### src/bk_ram.sv
`default_nettype none
module bk_ram #(
	parameter int WIDTH = 128,
	parameter int DEPTH = 16
) (
	input  wire logic                     clk,
	input  wire logic                     we,
	input  wire logic [$clog2(DEPTH)-1:0] waddr,
	input  wire logic [WIDTH-1:0]         wdata,
	input  wire logic [$clog2(DEPTH)-1:0] raddr,
	output logic      [WIDTH-1:0]         rdata
);
	logic [WIDTH-1:0] mem_q [DEPTH];
	always_ff @(posedge clk) begin
		if (we)
			mem_q[waddr] <= wdata;
		rdata <= mem_q[raddr];
	end
endmodule
`default_nettype wire

### config.mk
export PLATFORM = sky130hd
export DESIGN_NAME = bk_ram
export DESIGN_NICKNAME = d
export VERILOG_FILES = /design/src/bk_ram.sv
export SDC_FILE = /design/constraint.sdc
export NUM_CORES = 1
export LEC_CHECK = 0
export BUFFER_PORTS_ARGS = -buffer_cell sky130_fd_sc_hd__buf_2
export CAP_MARGIN = 10
export CELL_PAD_IN_SITES_DETAIL_PLACEMENT = 0
export CELL_PAD_IN_SITES_GLOBAL_PLACEMENT = 2
export CORE_MARGIN = 4
export CORE_UTILIZATION = 54
export DETAILED_ROUTE_END_ITERATION = 7
export PLACE_DENSITY = 0.83
export SLEW_MARGIN = 30
export SYNTH_ARGS = -nofsm -noshare
export SYNTH_HDL_FRONTEND = slang
export SYNTH_SLANG_ARGS = --single-unit
export TNS_END_PERCENT = 20
### constraint.sdc
create_clock -name clk -period 18.8 [get_ports clk]
set_input_delay 3.76 -clock clk [delete_from_list [all_inputs] [get_ports clk]]
set_output_delay 3.76 -clock clk [all_outputs]
set_load 0.005 [all_outputs]
==> reports/summary.json <==
{
  "yosys-mux-area-fraction": {"value": 14.73, "unit": "%"},
  "num-nets-final": {"value": 3868},
  "max-slew-margin-rel": {"value": 30.84, "unit": "%"},
  "finalWirelength": {"value": 176000, "unit": "um"},
  "dp_hpwl": {"value": 84750, "unit": "um"},
  "synth_top_family_by_area": {"value": "multiplexers"},
  "commonest_non_fill_non_tap_cells_in_the_layout": {"value": "sky130_fd_sc_hd__edfxtp_1, sky130_fd_sc_hd__mux4_2, sky130_fd_sc_hd__buf_2"},
  "crit_slowest_cell": {"value": "sky130_fd_sc_hd__buf_4"},
  "global_route.overflow_total": {"value": 0},
  "critPathBufInv": {"value": 4},
  "vias_per_cell": {"value": 6.217},
  "floorplan.die.width": {"value": 391.6, "unit": "um"},
  "drt_pass1_iterations": {"value": 8},
  "cts-htree-levels": {"value": 4},
  "timing.critical_path.required": {"value": 19.48, "unit": "ns"},
  "die-height": {"value": 391.6, "unit": "um"},
  "remaining_drc_errors": {"value": 0},
  "min_period": {"value": 6.778, "unit": "ns"},
  "setup_viol": {"value": 0},
  "worst_flop_to_flop_path_startpoint": {"value": "mem_q[7][106]"},
  "synthDistinctLibCells": {"value": 25},
  "report.final.hold_viol_count": {"value": 0},
  "synth-compound-area-share": {"value": 2.591, "unit": "%"},
  "core": {"value": 145900, "unit": "um^2"},
  "layout-drive-gt1-share": {"value": 30.93, "unit": "%"},
  "syn_to_final_growth": {"value": 13.38, "unit": "%"},
  "synth_seq_area_share": {"value": 80.63, "unit": "%"},
  "worst_hold_startpoint": {"value": "mem_q[15][35]"},
  "initial_utilization": {"value": 54.45, "unit": "%"},
  "grt_first_pass_wirelength": {"value": 256700, "unit": "um"},
  "placer_congestion": {"value": 0.7111},
  "holdPathStages": {"value": 3},
  "final-max-slew-violation-count": {"value": 0},
  "ir_drop": {"value": 0.09529, "unit": "mV"},
  "total_of_max_cap_violations": {"value": 0},
  "clock_sinks": {"value": 2176},
  "final.hold.worst_slack": {"value": 0.6413, "unit": "ns"},
  "ant_nets": {"value": 0},
  "top_fanout_value_on_the_critical_path": {"value": 126},
  "cts.repair.resized": {"value": 0},
  "critical_path.top_delay_family": {"value": "buffers and inverters"},
  "postSynth.topFlopCell": {"value": "sky130_fd_sc_hd__edfxtp_1"},
  "clk_latency": {"value": 0.82, "unit": "ns"},
  "max-clock-path-buffers": {"value": 3},
  "timing.critical_path.cells": {"value": "buf_8 -> buf_4 -> buf_4 -> buf_12 -> mux4_2 -> a22oi_1 -> nand2_1"},
  "final.period_utilization": {"value": 36.06, "unit": "%"},
  "critPathMaxStageDelay": {"value": 0.83, "unit": "ns"},
  "fmaxAchievable": {"value": 147.5, "unit": "MHz"},
  "worst_hold_path.endpoint": {"value": "rdata[35]"},
  "grt_start_max_net_pins": {"value": 127},
  "static-leakage-power": {"value": 28.91, "unit": "nW"},
  "synth_edf_count": {"value": 2048},
  "global_route.usage.total": {"value": 23.30, "unit": "%"},
  "antenna_found_initial": {"value": 39},
  "timing.critical_path.arrival": {"value": 7.46, "unit": "ns"},
  "top_level_ports": {"value": 266},
  "simple_gate_fraction_of_synth_area": {"value": 0.9669, "unit": "%"},
  "worst_case_clock_skew": {"value": 0.03098, "unit": "ns"},
  "status": {"value": "finished, final reports clean"},
  "cts.repair_timing.setup_buffer_count": {"value": 0},
  "netlist_area": {"value": 79450, "unit": "um^2"},
  "worst_slew_pin_tran": {"value": 1.037, "unit": "ns"},
  "setup.worst_path.class": {"value": "input pin to flip-flop"},
  "num-fill-cells": {"value": 9787},
  "rows": {"value": 140},
  "hold_class": {"value": "flip-flop to flip-flop"},
  "layout.cells.most_common": {"value": "sky130_fd_sc_hd__edfxtp_1"},
  "reg2reg_path_depth": {"value": 3},
  "clock-root-buffer": {"value": "sky130_fd_sc_hd__clkbuf_16"},
  "asyncSetResetFlopFracSynth": {"value": 0, "unit": "%"},
  "post_cts_hold_buffer_count": {"value": 0},
  "wl_per_cell": {"value": 30.09, "unit": "um"},
  "numPortBuffers": {"value": 265},
  "floorplan.die_area": {"value": 153300, "unit": "um^2"},
  "mappedNetlistNets": {"value": 3495},
  "final_core_util": {"value": 61.74, "unit": "%"},
  "cts_tree": {"value": "done"},
  "grt_pass1_vias": {"value": 37257},
  "timing.setup.tns": {"value": 0, "unit": "ns"},
  "synth_fa_ha_area_share": {"value": 0, "unit": "%"},
  "post_synth_xor_area_fraction": {"value": 0, "unit": "%"},
  "critical_path.reg2reg.endpoint": {"value": "rdata[106]"},
  "detailroute.via_count": {"value": 36368},
  "cts_buffers": {"value": 210},
  "yosysWarnings": {"value": 0},
  "setup.reg_to_reg.worst_slack": {"value": 17.30, "unit": "ns"},
  "instance_count_of_the_mapped_netlist": {"value": 3357},
  "drt_iter0_drc": {"value": 4090},
  "synth-seq-cells": {"value": 2176},
  "timing.critical_path.mode_cell": {"value": "sky130_fd_sc_hd__buf_4"},
  "syn_area_per_cell": {"value": 23.67, "unit": "um^2"},
  "worst_setup_path_start_kind": {"value": "input pin"},
  "power.density": {"value": 111.2, "unit": "nW/um^2"},
  "clk_pin_slew": {"value": 0.06, "unit": "ns"},
  "rsz_0062_raised_after_global_routing": {"value": "no"},
  "critical_path.endpoint_type": {"value": "flip-flop"}
}
-- cell families after synthesis --
logic type             after synthesis
AO/OA/AOI/OAI                      273
buffers and inverters              176
AND/OR/NAND/NOR                    167
flip-flops                        2176
multiplexers                       565
-- routing by layer --
metal	global-route usage (%)	vias to the layer above	part of all wire (%)
met2	37.19	1368	49
met3	5.121	270	8.0
li1	-	15106	-
met5	0	-	0.057
met4	5.426	18	1.8
met1	33.57	19606	41
-- worst min-delay path: stages, from the launching register on --
cell and delay, ns:
sky130_fd_sc_hd__edfxtp_1 0.31, sky130_fd_sc_hd__mux4_2 0.22, sky130_fd_sc_hd__a22oi_1 0.06, sky130_fd_sc_hd__nand2_1 0.05
-- power by group --
group          internal [mW]  switching [mW]
Sequential              5.42          0.0412
Clock                   2.38            1.72
Combinational          0.188           0.267
Total                   7.99            2.03
-- synthesized netlist by cell type, drive strengths merged, types with 2 or more instances --
library cell | instances | share of area [%]
mux2i | 24 | 0.30
clkbuf | 65 | 0.31
o21ai | 17 | 0.11
a22oi | 215 | 2.0
a221oi | 12 | 0.13
nor3 | 4 | 0.025
mux2 | 64 | 0.91
o221ai | 23 | 0.25
nand2 | 95 | 0.45
nand2b | 16 | 0.13
nor2 | 15 | 0.071
nand3b | 2 | 0.019
nor2b | 29 | 0.23
mux4 | 477 | 14
and2 | 3 | 0.024
dfxtp | 128 | 3.2
edfxtp | 2048 | 77
buf | 111 | 0.77
o22a | 6 | 0.066
-- cell type report --
cell class / instances / area [um^2] / share of cell area (%)
Clock buffer: 294 / 6008 / 6.670
Clock inverter: 97 / 783.3 / 0.8695
Multi-Input combinational cell: 1005 / 14680 / 16.29
Timing Repair Buffer: 337 / 2095 / 2.325
Sequential cell: 2176 / 64060 / 71.12
Antenna cell: 24 / 60.06 / 0.06667
Tap cell: 1917 / 2399 / 2.663
-- state kept, by name (all words and copies together) (netlist names) --
name / count
mem_q: 2048
rdata: 128
-- through the flow --
step                std cells  setup slack (ns)  power [mW]  instance area (um^2)
global placement         5432             10.89       6.017                 83120
global route             5831             11.64       10.35                 90030
finish                   5850             12.02       10.02                 90080
detailed placement       5435             10.84       6.031                 83210
floorplan                3357             5.113       5.824                 79450
CTS                      5826             11.73       10.10                 90010
-- worst max path at each step --
stage | start | to | slack, ns | cells past startpoint
after CTS | raddr[0] | rdata[23] | 11.73 | 7
final | raddr[1] | rdata[66] | 12.02 | 7
after detailed placement | raddr[0] | rdata[23] | 10.84 | 7
after global placement | raddr[0] | rdata[46] | 10.89 | 7
after floorplan | waddr[2] | mem_q[0][0] | 5.11 | 2
after global routing | raddr[0] | rdata[40] | 11.64 | 7
No activity file was read; power rests on OpenSTA's default activity.
