[src/bk_pkg.sv]
`default_nettype none
package bk_pkg;
	localparam int ROOT_ROUNDS   = 7;
	localparam int BRANCH_ROUNDS = 8;
	localparam int MAX_BRANCHES  = 8;
	localparam int KEY_DEPTH     = 16;
	localparam int SLOT_W        = 4;
	localparam int RND_W         = 4;
	localparam int BR_W          = 4;
	localparam int Q_DEPTH       = 2;

	localparam logic OP_LOAD    = 1'b0;
	localparam logic OP_ENCRYPT = 1'b1;

	typedef logic [127:0] blk_t;

	typedef struct packed {
		logic  [BR_W-1:0] count;
		blk_t             msg;
	} job_t;

	function automatic logic [7:0] sbox(input logic [7:0] x);
		logic [7:0] t [256];
		t = '{
		8'h63,8'h7c,8'h77,8'h7b,8'hf2,8'h6b,8'h6f,8'hc5,8'h30,8'h01,8'h67,8'h2b,8'hfe,8'hd7,8'hab,8'h76,
		8'hca,8'h82,8'hc9,8'h7d,8'hfa,8'h59,8'h47,8'hf0,8'had,8'hd4,8'ha2,8'haf,8'h9c,8'ha4,8'h72,8'hc0,
		8'hb7,8'hfd,8'h93,8'h26,8'h36,8'h3f,8'hf7,8'hcc,8'h34,8'ha5,8'he5,8'hf1,8'h71,8'hd8,8'h31,8'h15,
		8'h04,8'hc7,8'h23,8'hc3,8'h18,8'h96,8'h05,8'h9a,8'h07,8'h12,8'h80,8'he2,8'heb,8'h27,8'hb2,8'h75,
		8'h09,8'h83,8'h2c,8'h1a,8'h1b,8'h6e,8'h5a,8'ha0,8'h52,8'h3b,8'hd6,8'hb3,8'h29,8'he3,8'h2f,8'h84,
		8'h53,8'hd1,8'h00,8'hed,8'h20,8'hfc,8'hb1,8'h5b,8'h6a,8'hcb,8'hbe,8'h39,8'h4a,8'h4c,8'h58,8'hcf,
		8'hd0,8'hef,8'haa,8'hfb,8'h43,8'h4d,8'h33,8'h85,8'h45,8'hf9,8'h02,8'h7f,8'h50,8'h3c,8'h9f,8'ha8,
		8'h51,8'ha3,8'h40,8'h8f,8'h92,8'h9d,8'h38,8'hf5,8'hbc,8'hb6,8'hda,8'h21,8'h10,8'hff,8'hf3,8'hd2,
		8'hcd,8'h0c,8'h13,8'hec,8'h5f,8'h97,8'h44,8'h17,8'hc4,8'ha7,8'h7e,8'h3d,8'h64,8'h5d,8'h19,8'h73,
		8'h60,8'h81,8'h4f,8'hdc,8'h22,8'h2a,8'h90,8'h88,8'h46,8'hee,8'hb8,8'h14,8'hde,8'h5e,8'h0b,8'hdb,
		8'he0,8'h32,8'h3a,8'h0a,8'h49,8'h06,8'h24,8'h5c,8'hc2,8'hd3,8'hac,8'h62,8'h91,8'h95,8'he4,8'h79,
		8'he7,8'hc8,8'h37,8'h6d,8'h8d,8'hd5,8'h4e,8'ha9,8'h6c,8'h56,8'hf4,8'hea,8'h65,8'h7a,8'hae,8'h08,
		8'hba,8'h78,8'h25,8'h2e,8'h1c,8'ha6,8'hb4,8'hc6,8'he8,8'hdd,8'h74,8'h1f,8'h4b,8'hbd,8'h8b,8'h8a,
		8'h70,8'h3e,8'hb5,8'h66,8'h48,8'h03,8'hf6,8'h0e,8'h61,8'h35,8'h57,8'hb9,8'h86,8'hc1,8'h1d,8'h9e,
		8'he1,8'hf8,8'h98,8'h11,8'h69,8'hd9,8'h8e,8'h94,8'h9b,8'h1e,8'h87,8'he9,8'hce,8'h55,8'h28,8'hdf,
		8'h8c,8'ha1,8'h89,8'h0d,8'hbf,8'he6,8'h42,8'h68,8'h41,8'h99,8'h2d,8'h0f,8'hb0,8'h54,8'hbb,8'h16};
		return t[x];
	endfunction

	function automatic logic [7:0] xtime(input logic [7:0] x);
		return {x[6:0], 1'b0} ^ (x[7] ? 8'h1b : 8'h00);
	endfunction

	function automatic logic [7:0] gb(input blk_t s, input int i);
		return s[127-8*i -: 8];
	endfunction

	function automatic blk_t add_key(input blk_t s, input blk_t k, input logic [7:0] tw);
		blk_t r;
		r = s ^ k;
		r[63:32] = r[63:32] ^ {4{tw}};
		return r;
	endfunction

	function automatic blk_t round_fn(input blk_t s);
		logic [7:0] t [16];
		logic [7:0] a0, a1, a2, a3, al;
		blk_t r;
		for (int c = 0; c < 4; c++)
			for (int k = 0; k < 4; k++)
				t[4*c+k] = sbox(gb(s, 4*((c+k)%4)+k));
		for (int c = 0; c < 4; c++) begin
			a0 = t[4*c]; a1 = t[4*c+1]; a2 = t[4*c+2]; a3 = t[4*c+3];
			al = a0 ^ a1 ^ a2 ^ a3;
			r[127-32*c -: 8]    = a0 ^ al ^ xtime(a0 ^ a1);
			r[127-32*c-8 -: 8]  = a1 ^ al ^ xtime(a1 ^ a2);
			r[127-32*c-16 -: 8] = a2 ^ al ^ xtime(a2 ^ a3);
			r[127-32*c-24 -: 8] = a3 ^ al ^ xtime(a3 ^ a0);
		end
		return r;
	endfunction
endpackage
`default_nettype wire

[src/bk_front.sv]
`default_nettype none
module bk_front (
	input  wire logic                 clk,
	input  wire logic                 arst_n,
	input  wire logic                 in_valid,
	output logic                      in_stall,
	input  wire logic                 op,
	input  wire logic [3:0]           key_slot,
	input  wire logic [63:0]          word_hi,
	input  wire logic [63:0]          word_lo,
	input  wire logic [3:0]           branch_count,
	output logic                      key_we,
	output logic [bk_pkg::SLOT_W-1:0] key_waddr,
	output bk_pkg::blk_t              key_wdata,
	output logic                      job_valid,
	input  wire logic                 job_take,
	input  wire logic                 eng_busy,
	output bk_pkg::job_t              job
);
	import bk_pkg::*;
	job_t       q_q [Q_DEPTH];
	logic       rd_q, wr_q;
	logic [1:0] cnt_q;
	logic       acc, push;
	logic [BR_W-1:0] cnt_sat;

	// hold any input while the queue is full, and a load until every queued and running message has finished with the keys
	assign in_stall  = (cnt_q == 2'(Q_DEPTH)) ||
		((op == OP_LOAD) && ((cnt_q != 2'd0) || eng_busy));
	assign acc       = in_valid && !in_stall;
	assign push      = acc && (op == OP_ENCRYPT);
	assign key_we    = acc && (op == OP_LOAD);
	assign key_waddr = key_slot;
	assign key_wdata = {word_hi, word_lo};
	assign cnt_sat   = (branch_count > BR_W'(MAX_BRANCHES)) ? BR_W'(MAX_BRANCHES) : branch_count;
	assign job_valid = (cnt_q != 2'd0);
	assign job       = q_q[rd_q];

	always_ff @(posedge clk) begin
		if (push)
			q_q[wr_q] <= '{count: cnt_sat, msg: {word_hi, word_lo}};
	end

	always_ff @(posedge clk or negedge arst_n) begin
		if (!arst_n) begin
			rd_q  <= 1'b0;
			wr_q  <= 1'b0;
			cnt_q <= 2'd0;
		end else begin
			if (push)
				wr_q <= ~wr_q;
			if (job_take)
				rd_q <= ~rd_q;
			cnt_q <= cnt_q + 2'(push) - 2'(job_take);
		end
	end
endmodule
`default_nettype wire

[config.mk]
export PLATFORM = sky130hd
export DESIGN_NAME = bk_front
export DESIGN_NICKNAME = d
export VERILOG_FILES = /design/src/bk_pkg.sv /design/src/bk_front.sv
export SDC_FILE = /design/constraint.sdc
export NUM_CORES = 1
export LEC_CHECK = 0
export BUFFER_PORTS_ARGS = -buffer_cell sky130_fd_sc_hd__buf_2
export CORE_UTILIZATION = 45
export CTS_BUF_LIST = sky130_fd_sc_hd__clkbuf_4 sky130_fd_sc_hd__clkbuf_8
export DETAILED_ROUTE_END_ITERATION = 8
export PLACE_DENSITY_LB_ADDON = 0.1
export SYNTH_ARGS = -nofsm -noshare
export SYNTH_HDL_FRONTEND = slang
export SYNTH_SLANG_ARGS = --single-unit
[constraint.sdc]
create_clock -name clk -period 7.15 [get_ports clk]
set_clock_uncertainty 0.05 [all_clocks]
set_input_delay 0 -clock clk [delete_from_list [all_inputs] [get_ports clk]]
set_output_delay 0 -clock clk [all_outputs]
set_load 0.02 [all_outputs]
==> results.md, run 1 <==
- The flow ran to the end, and the final reports show no timing, DRC or antenna violations.
- After clock tree synthesis, the setup repair step added 0 buffers.
- The total DRC errors in the routed layout is 0.
- The first-pass iteration count of the detailed router is 4.
- Yosys printed 0 warnings.
- Clock-pin slew was measured on the worst setup and hold paths at 60 ps.
- The number of sinks driven by the clock tree is 268.
- In this run the power spent charging and discharging nets is 1.577 mW.
- The maximum VDD drop is 0.2411 mV.
- For this design the top-level I/O count stands at 409.
- The sequential power share is 40.8%.
- The die span in y is 158.6 µm.
- The part of the power in combinational logic is 33.9%.
- In this run the horizontal extent of the chip is 158.6 µm.
- Of all nets on the critical path, the largest fanout is 67.
- The internal portion of the total power is 3.375 mW.
- In the final routed layout, each cell accounts on average for 17.43 µm.
- The clock latency reported for the late side of the worst-skew pair is 530 ps.
- The detailed router placed 6,260 vias in this run.
- The signal on the critical path passes through buf_4 -> mux2_2 -> buf_2.
- The number of failing hold endpoints at the final stage is 0.
- Setup repair after global routing left no endpoint under its margin.
- The ratio of total power to cell area is 338.8 mW/mm².
- The area of the mapped netlist is 0.01103 mm².
- In this run switching power makes up 31.84% of total power.
- The synthesized netlist contains 19 unique library cells.
- The ratio of final minimum period to clock period is 36.19%.
- In this run the static leakage power is 5.960 nW.
- Synthesis produced a netlist with a net count of 711.
- Across the run, the number of max-cap violations was 0.
- At the end of the flow the core is filled with cells to 61.53%.
- The die covers 0.02515 mm².
- The number of cell rows is 56.
- The post-synthesis instance total is 567.
- The worst path arrival time is 2540 ps.
- Setup violations remaining at the end of the flow were counted as 0.
- In the post-synthesis netlist, the biggest area contributors are edfxtp_1 72%, mux2_4 9.5%, buf_4 9.0%.
- The peak per-stage delay on the critical path is 800 ps.
- At the end of routability-driven placement, the weighted congestion stood at 0.7362.
- The antenna violation net count after detailed routing is 0.
- The biggest area contributor in the post-synthesis netlist is edfxtp_1.
- The most common library cell in the layout ignoring fill and taps is buf_2.
- For this run, the post-layout net count is 1,157.
- The share of cells above drive strength 1 is 57.91%.
- The buffer and inverter count on the worst path is 2.
- 0 antenna diodes ended up in the layout.
- Once routing completed, OpenROAD measured the worst setup slack at 4563 ps.
- The detailed-route wire length is 23,740 µm.
- STA puts the critical path data required time at 7100 ps.
- The worst setup path is captured at a primary output.
- After routing, the total negative slack on setup checks comes to 0 ps.
- Once detailed placement completed, the half-perimeter wirelength came to 14,950 µm.
- The start point of the worst hold path is word_lo[14].
- Once the floorplan was initialized, standard cells occupied 46.44% of the core.
- The class of the tightest hold or removal check is in2reg.
- The worst-margin pin slew is 1122 ps.
- The critical path is of the reg2out type.
- The initial antenna violation count is 0.
- The max-slew violation count came to 0.
- STA classifies the critical path startpoint as a register.
- The mean instance size in the synthesized netlist is 19.46 µm².
- Static timing analysis puts the maximum clock frequency at 386.5 MHz.
- TritonCTS built the clock tree.
- The via count of the first global-routing pass is 6,315.
- Counting the buffers created by CTS gives 45.
- The area added between synthesis and finish is 32.48%.
- Global routing finished with a remaining overflow of 0.
- Once the clock tree was built, the resizer swapped 0 gates to a different size.
- Across every metal layer, demand over resource in global routing totals 18.03%.
- The normalized max-slew margin is 25.18%.
- The synthesized design devotes to its leading area cell type 71.86% of total area.
- In this run, synthesis produced a sequential element count of 268.
- After detailed routing, the number of vias per cell comes to 4.596.
- The slowest cell on the critical path is buf_4.
- The startpoint of the worst register-to-register path is cnt_q[0].
- The clock group share of total power is 25.3%.
- The first global-routing pass estimated 33,620 µm of wire.
- Port buffering added 400 buffers.
- The tightest hold margin is 142.2 ps.
- Prior to clock tree synthesis, the placed netlist has a worst setup slack of 4840 ps.
- Among cell families on the critical path, the largest total delay comes from buffers and inverters.
- The clock passes through at most 3 buffers.
- The violation count after the first detailed-routing iteration is 204.
- The tree is rooted in a clkbuf_8.
- The minimum clock period is 2587 ps.
- In the layout the commonest cells are 400 x buf_2, 264 x edfxtp_1, 141 x dlygate4sd3_1, 70 x mux2_4, 62 x mux2_2.
- The sequential cell area fraction in the yosys report is 72.77%.
- After floorplanning, the core was sized to cover 0.02375 mm².
- The pin count of the biggest net entering global routing is 81.
- CTS built an H-tree with a depth of 2.
- The origin of the worst setup path is rd_q.
## metrics by stage
stage,power (mW),cell area [µm²],std cells
detailed placement,3.689,12370,1144
global placement,3.669,12370,1144
finish,4.952,14620,1362
CTS,5.021,14620,1362
global route,5.182,14620,1362
floorplan,3.302,11030,567
## repair_timing
item / CTS / global route
endpoints found under the setup margin: 0 / 0
hold buffers: 141 / 0
endpoints found under the hold margin: 276 / 0
## worst paths after layout
check	to	slack (ps)	cells past startpoint
worst min-delay path	q_q[1][14]	140	2
max in group asynchronous	rd_q	6490	3
worst max-delay path	job[19]	4560	3
min in group asynchronous	cnt_q[1]	370	3
worst min register to register	cnt_q[1]	460	1
worst max register to register	q_q[0][91]	4850	4
## power by group through the flow
stage / Clock, mW / Combinational, mW / Sequential [mW]
2_1_floorplan: 0 / 1.24 / 2.06
3_3_place_gp: 0 / 1.63 / 2.04
3_5_place_dp: 0 / 1.64 / 2.05
4_1_cts: 1.29 / 1.70 / 2.02
5_1_grt: 1.36 / 1.78 / 2.04
6_report: 1.25 / 1.68 / 2.02
## synthesized netlist by cell type (all sizes together)
library cell,number
nor2b,3
dfrtp,4
nand3,1
xnor2,3
nand2b,1
ha,2
or2,1
mux2,132
edfxtp,264
buf,147
nor4b,1
clkbuf,1
nor2,3
xor2,1
inv,2
o21ai,1
## layer usage
metal | up-vias | part of all wire [%] | GRT usage (%)
li1 | 2900 | - | -
met5 | - | 0 | 0
met2 | 289 | 53 | 33.12
met4 | 0 | 1.4 | 5.586
met1 | 3045 | 37 | 19.57
met3 | 26 | 8.0 | 5.825
## cell type report
type / count / area [µm²]
multi-input combinational: 149 / 1886
timing repair buffer: 547 / 3458
clock inverter: 19 / 103.9
sequential: 268 / 8031
tap: 319 / 399.1
clock buffer: 58 / 729.5
fill: 1770 / 9138
inverter: 2 / 7.507
## registers in the layout, indices dropped and copies added, names as in the netlist
name and count:
rd_q 1, cnt_q 2, q_q 264, wr_q 1
## cell families after synthesis
group	synth area share, %
fa+ha+maj	0.2268
mux	15.86
simple gates	0.5104
xor+xnor	0.3176
flops	72.77
buf+inv	10.28
compound gates	0.04532
## worst reg2reg max path: stages, from the launching register on
cell and delay (ps):
dfrtp_1 370, nand2b_1 140, nand3_1 260, nor2_4 170, buf_4 860
(Power assumes the default switching activity.)
==> inputs of run 2 (changes only) <==
--- a/config.mk
+++ b/config.mk
@@ -5,6 +5,7 @@
 export SDC_FILE = /design/constraint.sdc
 export NUM_CORES = 1
 export LEC_CHECK = 0
+export ABC_AREA = 1
 export BUFFER_PORTS_ARGS = -buffer_cell sky130_fd_sc_hd__buf_2
 export CORE_UTILIZATION = 45
 export CTS_BUF_LIST = sky130_fd_sc_hd__clkbuf_4 sky130_fd_sc_hd__clkbuf_8
==> constraint.sdc (replaced) <==
create_clock -name clk -period 2.4 [get_ports clk]
set_clock_uncertainty 0.05 [all_clocks]
set_input_delay 0 -clock clk [delete_from_list [all_inputs] [get_ports clk]]
set_output_delay 0 -clock clk [all_outputs]
set_load 0.02 [all_outputs]
==> run 2 against run 1 <==
Net effect:
- critical path type unchanged
- non-clock buffer count up 12
- first-iteration DRC count rose by 40%
- critical endpoint is now job[97]
- global-route usage rose by 0.23 points
- clock-buffer cell count is 4 higher
==> results.md, run 2 <==
- The max-slew violation count is 0.
- For this design the static power due to leakage is 6.486 nW.
- For this configuration, the core starts out at a cell density of 46.40%.
- Routability-driven placement finished with a final weighted congestion of 0.7374.
- The area of the mapped netlist is 0.01099 mm².
- The largest registers in the layout are q_q: 264 flops, cnt_q: 2 flops.
- The number of buffers on the longest clock path is 3.
- The share of synthesized area in the top cell type comes to 72.14%.
- The share of synthesized registers carrying an async set or reset is 1.493%.
- Gates resized during post-CTS repair numbered 0.
- For met3 alone, demand over resource in global routing was 4.763%.
- The post-synthesis net count is 1,005.
- The maximum net fanout on the critical path is 58.
- Dividing the detail-routed wire length by the instance count gives 14.43 µm.
- The multiplexer area fraction after synthesis is 0%.
- The cell family contributing the most delay on the critical path is flip-flops.
- Setup repair after global routing left no endpoint under its margin.
- The synthesized netlist devotes 0.07970% of its cell area to XOR and XNOR gates.
- The initial antenna violation count is 1.
- The tool flagged a number of max-cap violations equal to 0.
- The share of synthesized cell area in and, or, nand and nor gates is 5.226%.
- At the worst endpoint, the required time is 2350 ps.
- For the pin with the worst max-slew slack, the measured transition is 594.0 ps.
- The global-route wire length before repair is 34,580 µm.
- Yosys attributes the largest share of cell area to edfxtp_1 72%, buf_4 9.2%, o21ai_0 6.1%.
- The via count of the first global-routing pass is 6,886.
- More flip-flops sit in one register than any other, and that register is q_q.
- The number of failing setup endpoints in the final timing report is 0.
- The area of the core is 0.02368 mm².
- For this run, the top clock speed supported by timing is 459.6 MHz.
- In the synthesized netlist the dominant register cell turns out to be edfxtp_1.
- The critical path goes through buf_4 -> nand2_1 -> o21ai_0 -> buf_2.
- The count of synthesis-stage warnings from yosys is 0.
- Once detail routing completed, the nets flagged for antenna violations numbered 0.
- The root buffer cell is clkbuf_8.
- Across every metal layer, demand over resource in global routing totals 18.25%.
- The library cells used most frequently in the layout, excluding fill and tap cells, are 400 x buf_2, 264 x edfxtp_1, 143 x dlygate4sd3_1, 141 x inv_1, 141 x nand2_1.
- For this block, the routed nets add up to 23,840 µm of wire.
- The peak per-stage delay on the critical path is 800 ps.
- The synthesized netlist devotes 6.125% of its cell area to compound gates.
- In the synthesized netlist, the cells that appear most often are 264 x edfxtp_1, 143 x inv_1, 142 x nand2_1.
- The number of nets in the finished design is 1,448.
- The worst setup path is captured at a primary output.
- The detailed placement HPWL is 14,840 µm.
- The synthesized netlist contains 14 unique library cells.
- Counting both buffers and inverters, the worst setup path holds a total of 2.
- The post-placement cell count is 1,430.
- Buffers placed on the I/O ports in this run total 400.
- The sequential cell area fraction in the yosys report is 73.05%.
- The clock latency reported for the late side of the worst-skew pair is 520 ps.
- The violation count after the first detailed-routing iteration is 286.
- The die span in y is 158.3 µm.
- The number of synthesized register bits is 268.
- The dominant cell by count in the synthesized netlist is edfxtp_1.
- The mean instance size in the synthesized netlist is 12.76 µm².
- After layout, the minimum clock period comes to 2176 ps.
- In this run the tightest slew margin relative to its limit is 60.40%.
- The post-synthesis instance total is 861.
- The number of cell rows is 56.
- The slowest cell on the critical path is dfrtp_4.
- Once layout is complete, the utilization of the core stands at 62.15%.
- Power spread over the standard cell area amounts to 999.5 mW/mm².
- Hold is met by 169.1 ps.
- The pre-antenna-repair detailed-routing pass consisted of 6 iterations.
- The worst setup path is launched from a register.
- met2 is the most crowded layer.
- After clock tree synthesis, the clock-pin slew on the worst setup and hold paths is 60 ps.
- In the routed design, unresolved DRC markers number 0.
- The H-tree depth is 2.
- The worst setup path is of the reg2out kind.
- The maximum VDD drop is 0.5966 mV.
- Once layout is complete, the cells apart from fillers number 1,652.
- The worst path arrival time is 2130 ps.
- In the final layout, the share of cells above drive strength 1 is 36.56%.
- The post-synthesis adder-cell area fraction is 0.2277%.
- The CTS tree is yes.
- The number of failing hold endpoints at the final stage came to 0.
- Entering global routing, the biggest net connects 75 pins.
- Global routing consumed, on the met1 layer, 20.27% of the routing resources.
- The area added between synthesis and finish is 33.94%.
- The run finished with clean final reports.
- Leaving out fill and tap cells, the most frequent cell in the layout is buf_2.
- The die footprint is 0.02505 mm².
- The class of the tightest hold or removal check is in2reg.
- Counting flops with a built-in enable in the synthesized netlist gives 264.
- In the global route stage, met2 resource usage came out at 32.75%.
- Measured along the x axis, the die boundary spans 158.3 µm.
- The ratio of final minimum period to clock period is 90.66%.
- The dominant combinational cell family by area after synthesis is buffers and inverters.
- The number of sinks driven by the clock tree is 268.
- In the routed layout, each cell is associated on average with a via count of 4.440.
- Pin placement for this block handled 409 I/O pins.
- The via total after detailed routing is 7,335.
- Global routing finished with a remaining overflow of 0.
- The clock buffer count from CTS is 44.
- The flip-flop count of the largest register after layout is 264.
- The largest total area in the synthesized netlist belongs to edfxtp_1.
- The total of fill cells in the finished design is 1,887.
run 2: path summary, 6_finish.rpt:
kind                       cells past startpoint         from     endpoint  slack, ps
setup / recovery                               4         rd_q      job[97]        220
setup reg to reg                               7     cnt_q[0]   q_q[1][42]        230
max in group asynchronous                      3       arst_n         rd_q       1760
min in group asynchronous                      3       arst_n     cnt_q[0]        350
hold / removal                                 2  word_hi[56]  q_q[0][120]        170
hold reg to reg                                1     cnt_q[0]     cnt_q[0]        510
run 2: final cells by class:
| class | count | area [µm²] | area share, % |
|---|---|---|---|
| clock buffer | 62 | 747.0 | 5.075 |
| antenna | 1 | 2.502 | 0.01700 |
| timing repair buffer | 559 | 3654 | 24.82 |
| inverter | 143 | 540.5 | 3.672 |
| tap | 319 | 399.1 | 2.712 |
| sequential | 268 | 8031 | 54.56 |
| multi-input combinational | 288 | 1296 | 8.807 |
| clock inverter | 12 | 48.80 | 0.3315 |
run 2: cells by family (layout without fill, tap and decap cells):
kind of cell / Yosys count / count (layout)
adders and majority gates: 2 / 2
DFF: 268 / 268
and+or+nand+nor: 151 / 151
xor gates and xnor gates: 1 / 1
buffers and inverters: 305 / 776
AOI/OAI and AO/OA: 134 / 134
other: 0 / 1
run 2: repair_timing:
item | in CTS | in global routing
hold endpoints to repair | 281 | 0
setup buffers | 0 | 4
hold buffers | 143 | 0
endpoints found under the setup margin | 0 | 85
run 2: routing by layer:
metal / up-vias / part of all wire (%)
met4: 0 / 3.2
met3: 51 / 7.8
met1: 3346 / 39
met5: - / 0
li1: 3625 / -
met2: 313 / 51
run 2: power by group:
group | internal (mW) | switching, mW
Combinational | 1.59 | 3.45
Sequential | 5.81 | 0.264
Clock | 1.98 | 1.62
run 2: metrics by stage:
| step | power, mW | setup slack (ps) | TNS [ps] | cell area (µm²) |
|---|---|---|---|---|
| floorplan | 9.345 | -663.9 | -171510 | 11010 |
| global placement | 11.01 | 693.2 | 0 | 12450 |
| detailed placement | 11.05 | 641.2 | 0 | 12450 |
| CTS | 14.91 | 41.14 | 0 | 14670 |
| global route | 15.59 | 2.981 | 0 | 14720 |
| finish | 14.71 | 224.1 | 0 | 14720 |
==> inputs of run 3 (changes only) <==
--- a/config.mk
+++ b/config.mk
@@ -11,6 +11,7 @@
 export CTS_BUF_LIST = sky130_fd_sc_hd__clkbuf_4 sky130_fd_sc_hd__clkbuf_8
 export DETAILED_ROUTE_END_ITERATION = 8
 export PLACE_DENSITY_LB_ADDON = 0.1
+export RECOVER_POWER = 25
 export SYNTH_ARGS = -nofsm -noshare
 export SYNTH_HDL_FRONTEND = slang
 export SYNTH_SLANG_ARGS = --single-unit
==> run 3 against run 2 <==
Net effect:
- global-route usage is the same
- setup slack worse by 6.3 ps
- sequential power hardly changed
- clock power about the same
- clock-buffer cell count unchanged
- first-iteration DRC count shrank 5.9%
- power decreased by 0.15%
- via count about the same
- largest power group unchanged
- highest routed layer unchanged
==> results.md, run 3 (synthesis results as in run 2) <==
- After detailed routing, the number of remaining DRC violations is 0.
- In the global route stage, overall resource usage came out at 18.25%.
- The HPWL after detailed placement is 14,840 µm.
- The sink of the worst hold path is rd_q.
- The number of buffers on the longest clock path is 3.
- For this configuration, the core starts out at a cell density of 46.40%.
- Entering global routing, the biggest net connects 75 pins.
- The area of the core is 0.02368 mm².
- Leaving out filler cells and counting taps, the final layout contains 1,652.
- The number of failing hold endpoints at the final stage is 0.
- STA puts the critical path data required time at 2350 ps.
- The detailed-route wire length is 23,790 µm.
- The number of vias per cell after detailed routing is 4.436.
- The number of cell rows is 56.
- The first global-routing pass estimated 34,580 µm of wire.
- The via count of the first global-routing pass is 6,886.
- The ratio of final minimum period to clock period is 90.92%.
- The library cell used most frequently in the layout, excluding fill and tap cells, is buf_2.
- The endpoint identified for the worst register-to-register timing path is q_q[1][42].
- The clock buffer count from CTS is 44.
- 409 I/O pins were placed.
- The routed wirelength normalized by instance count is 14.40 µm.
- The maximum clock rate is 458.3 MHz.
- The finished cells cover 0.01459 mm².
- The most critical setup path has its startpoint at rd_q.
- The initial antenna violation count is 1.
- The pre-CTS worst setup slack is 641.2 ps.
- The start point of the worst hold path is job_take.
- The count of cells resized by post-cts repair is 0.
- The port buffer count is 400.
- q_q holds more flip-flops than any other register.
- The register-to-register path setup slack is 230 ps.
- After detailed placement, the total cell area comes to 0.01245 mm².
- The die covers 0.02505 mm².
- For this design, the sink count on the clock tree is 268.
- The violation count after the first detailed-routing iteration is 269.
- After clock tree synthesis, the clock-pin slew on the worst setup and hold paths is 50 ps.
- Hold timing on the final database bottoms out at a slack of 185.4 ps.
- The final RePlAce weighted congestion is 0.7374.
- At the pin with the least slew margin, the transition time is 600.1 ps.
- The register with the most flip-flops in the layout has 264 of them.
- Compared with the post-synthesis result, the final layout area differs by 32.79%.
- The antenna violation net count after detailed routing is 0.
- The max-slew violation count came to 0.
- The peak per-stage delay on the critical path is 800 ps.
- The worst path arrival time is 2130 ps.
- Walking the worst path, the cells encountered are buf_4 -> nand2_1 -> o21ai_0 -> buf_2.
- Max-cap violations in this run came to 0.
- The ratio of total power to cell area is 1007 mW/mm².
- The die span in x is 158.3 µm.
- In the layout the commonest cells are 299 x buf_2, 264 x edfxtp_1, 143 x dlygate4sd3_1, 141 x inv_1, 141 x nand2_1.
- Summed over all layers, the global routing overflow is 0.
- The first-pass iteration count of the detailed router is 4.
- After the last flow step, the layout net total stands at 1,448.
- The number of cells on the worst reg-to-reg path is 7.
- The run finished with clean final reports.
- The share of cells above drive strength 1 is 28.98%.
- The largest registers in the layout are q_q: 264 flops, cnt_q: 2 flops.
- The total power is 14.69 mW.
- The kind of start point of the critical path is a register.
- The via total after detailed routing is 7,328.
- For this design the static power due to leakage is 6.208 nW.
- On the critical path, the stage with the largest delay is an instance of dfrtp_4.
- Counting instances, the worst hold path has a depth of 3.
- The normalized max-slew margin is 60.00%.
- The die span in y is 158.3 µm.
- Across the VDD grid, the largest voltage drop is 0.5931 mV.
- In the post-route analysis, the smallest setup slack over all paths is 217.8 ps.
- The CTS tree is yes.
- Clock latency on the worst-skew pair, taken at its later pin, is 520 ps.
- Setup repair after global routing left no endpoint under its margin.
- The top cell family by delay on the critical path is flip-flops.
- The category of the critical setup timing path is reg2out.
- STA classifies the critical path endpoint as a primary output.
- The root buffer cell is clkbuf_8.
- The worst hold path belongs to the class in2reg.
- Counting both buffers and inverters, the worst setup path holds a total of 2.
- The minimum clock period is 2182 ps.
- The post-placement cell count is 1,430.
- Of all nets on the critical path, the largest fanout is 58.
- The H-tree was split into 2 levels.
- In this run the critical register-to-register path is launched from cnt_q[0].
- The number of failing setup endpoints in the final timing report is 0.
[run 3: cell types whose count changed in the layout (fill, tap and decap cells not counted), sizes merged]
cell and delta:
buf -101, clkbuf +101
[run 3: layout make-up]
| class | instances | area (µm²) |
|---|---|---|
| Multi-Input combinational cell | 288 | 1296 |
| Timing Repair Buffer | 559 | 3527 |
| Antenna cell | 1 | 2.502 |
| Sequential cell | 268 | 8031 |
| Clock inverter | 12 | 48.80 |
| Inverter | 143 | 540.5 |
| Clock buffer | 62 | 747.0 |
| Tap cell | 319 | 399.1 |
| Fill cell | 1963 | 9090 |
[run 3: per-stage QoR]
step                      utilization, %  TNS, ps
after floorplan                        -  -171510
after global placement             52.56        0
after detailed placement           52.56        0
after CTS                          61.96        0
after global routing               61.62        0
final                              61.62        0
[run 3: per-layer routing]
layer / vias to the layer above / wire length (µm) / track usage, %
li1: 3626 / - / -
met1: 3338 / 9191 / 20.27
met2: 313 / 12010 / 32.75
met3: 51 / 1831 / 4.763
met4: 0 / 758 / 8.196
met5: - / 0 / 0
[run 3: worst max-delay path by stage]
stage	slack [ps]	end	cells after the start
2_1_floorplan	-660	q_q[0][0]	4
3_3_place_gp	690	job[33]	3
3_5_place_dp	640	q_q[1][58]	5
4_1_cts	40	q_q[1][54]	6
5_1_grt	3	job[130]	4
6_report	220	job[97]	4
[run 3: tightest hold or removal path: cells and delay by family]
kind	cells	cell delay, ps
buf+inv	2	650
xor+xnor	1	70
[run 3: report_power, final]
part | internal, mW | switching, mW | total, mW
registers | 5.81 | 0.265 | 6.07
clock network | 1.98 | 1.62 | 3.61
logic | 1.56 | 3.45 | 5.01
[run 3: timing repair]
item	CTS	global route
hold endpoints to repair	281	0
hold buffers	143	0
endpoints found under the setup margin	0	85
buffers inserted	0	4
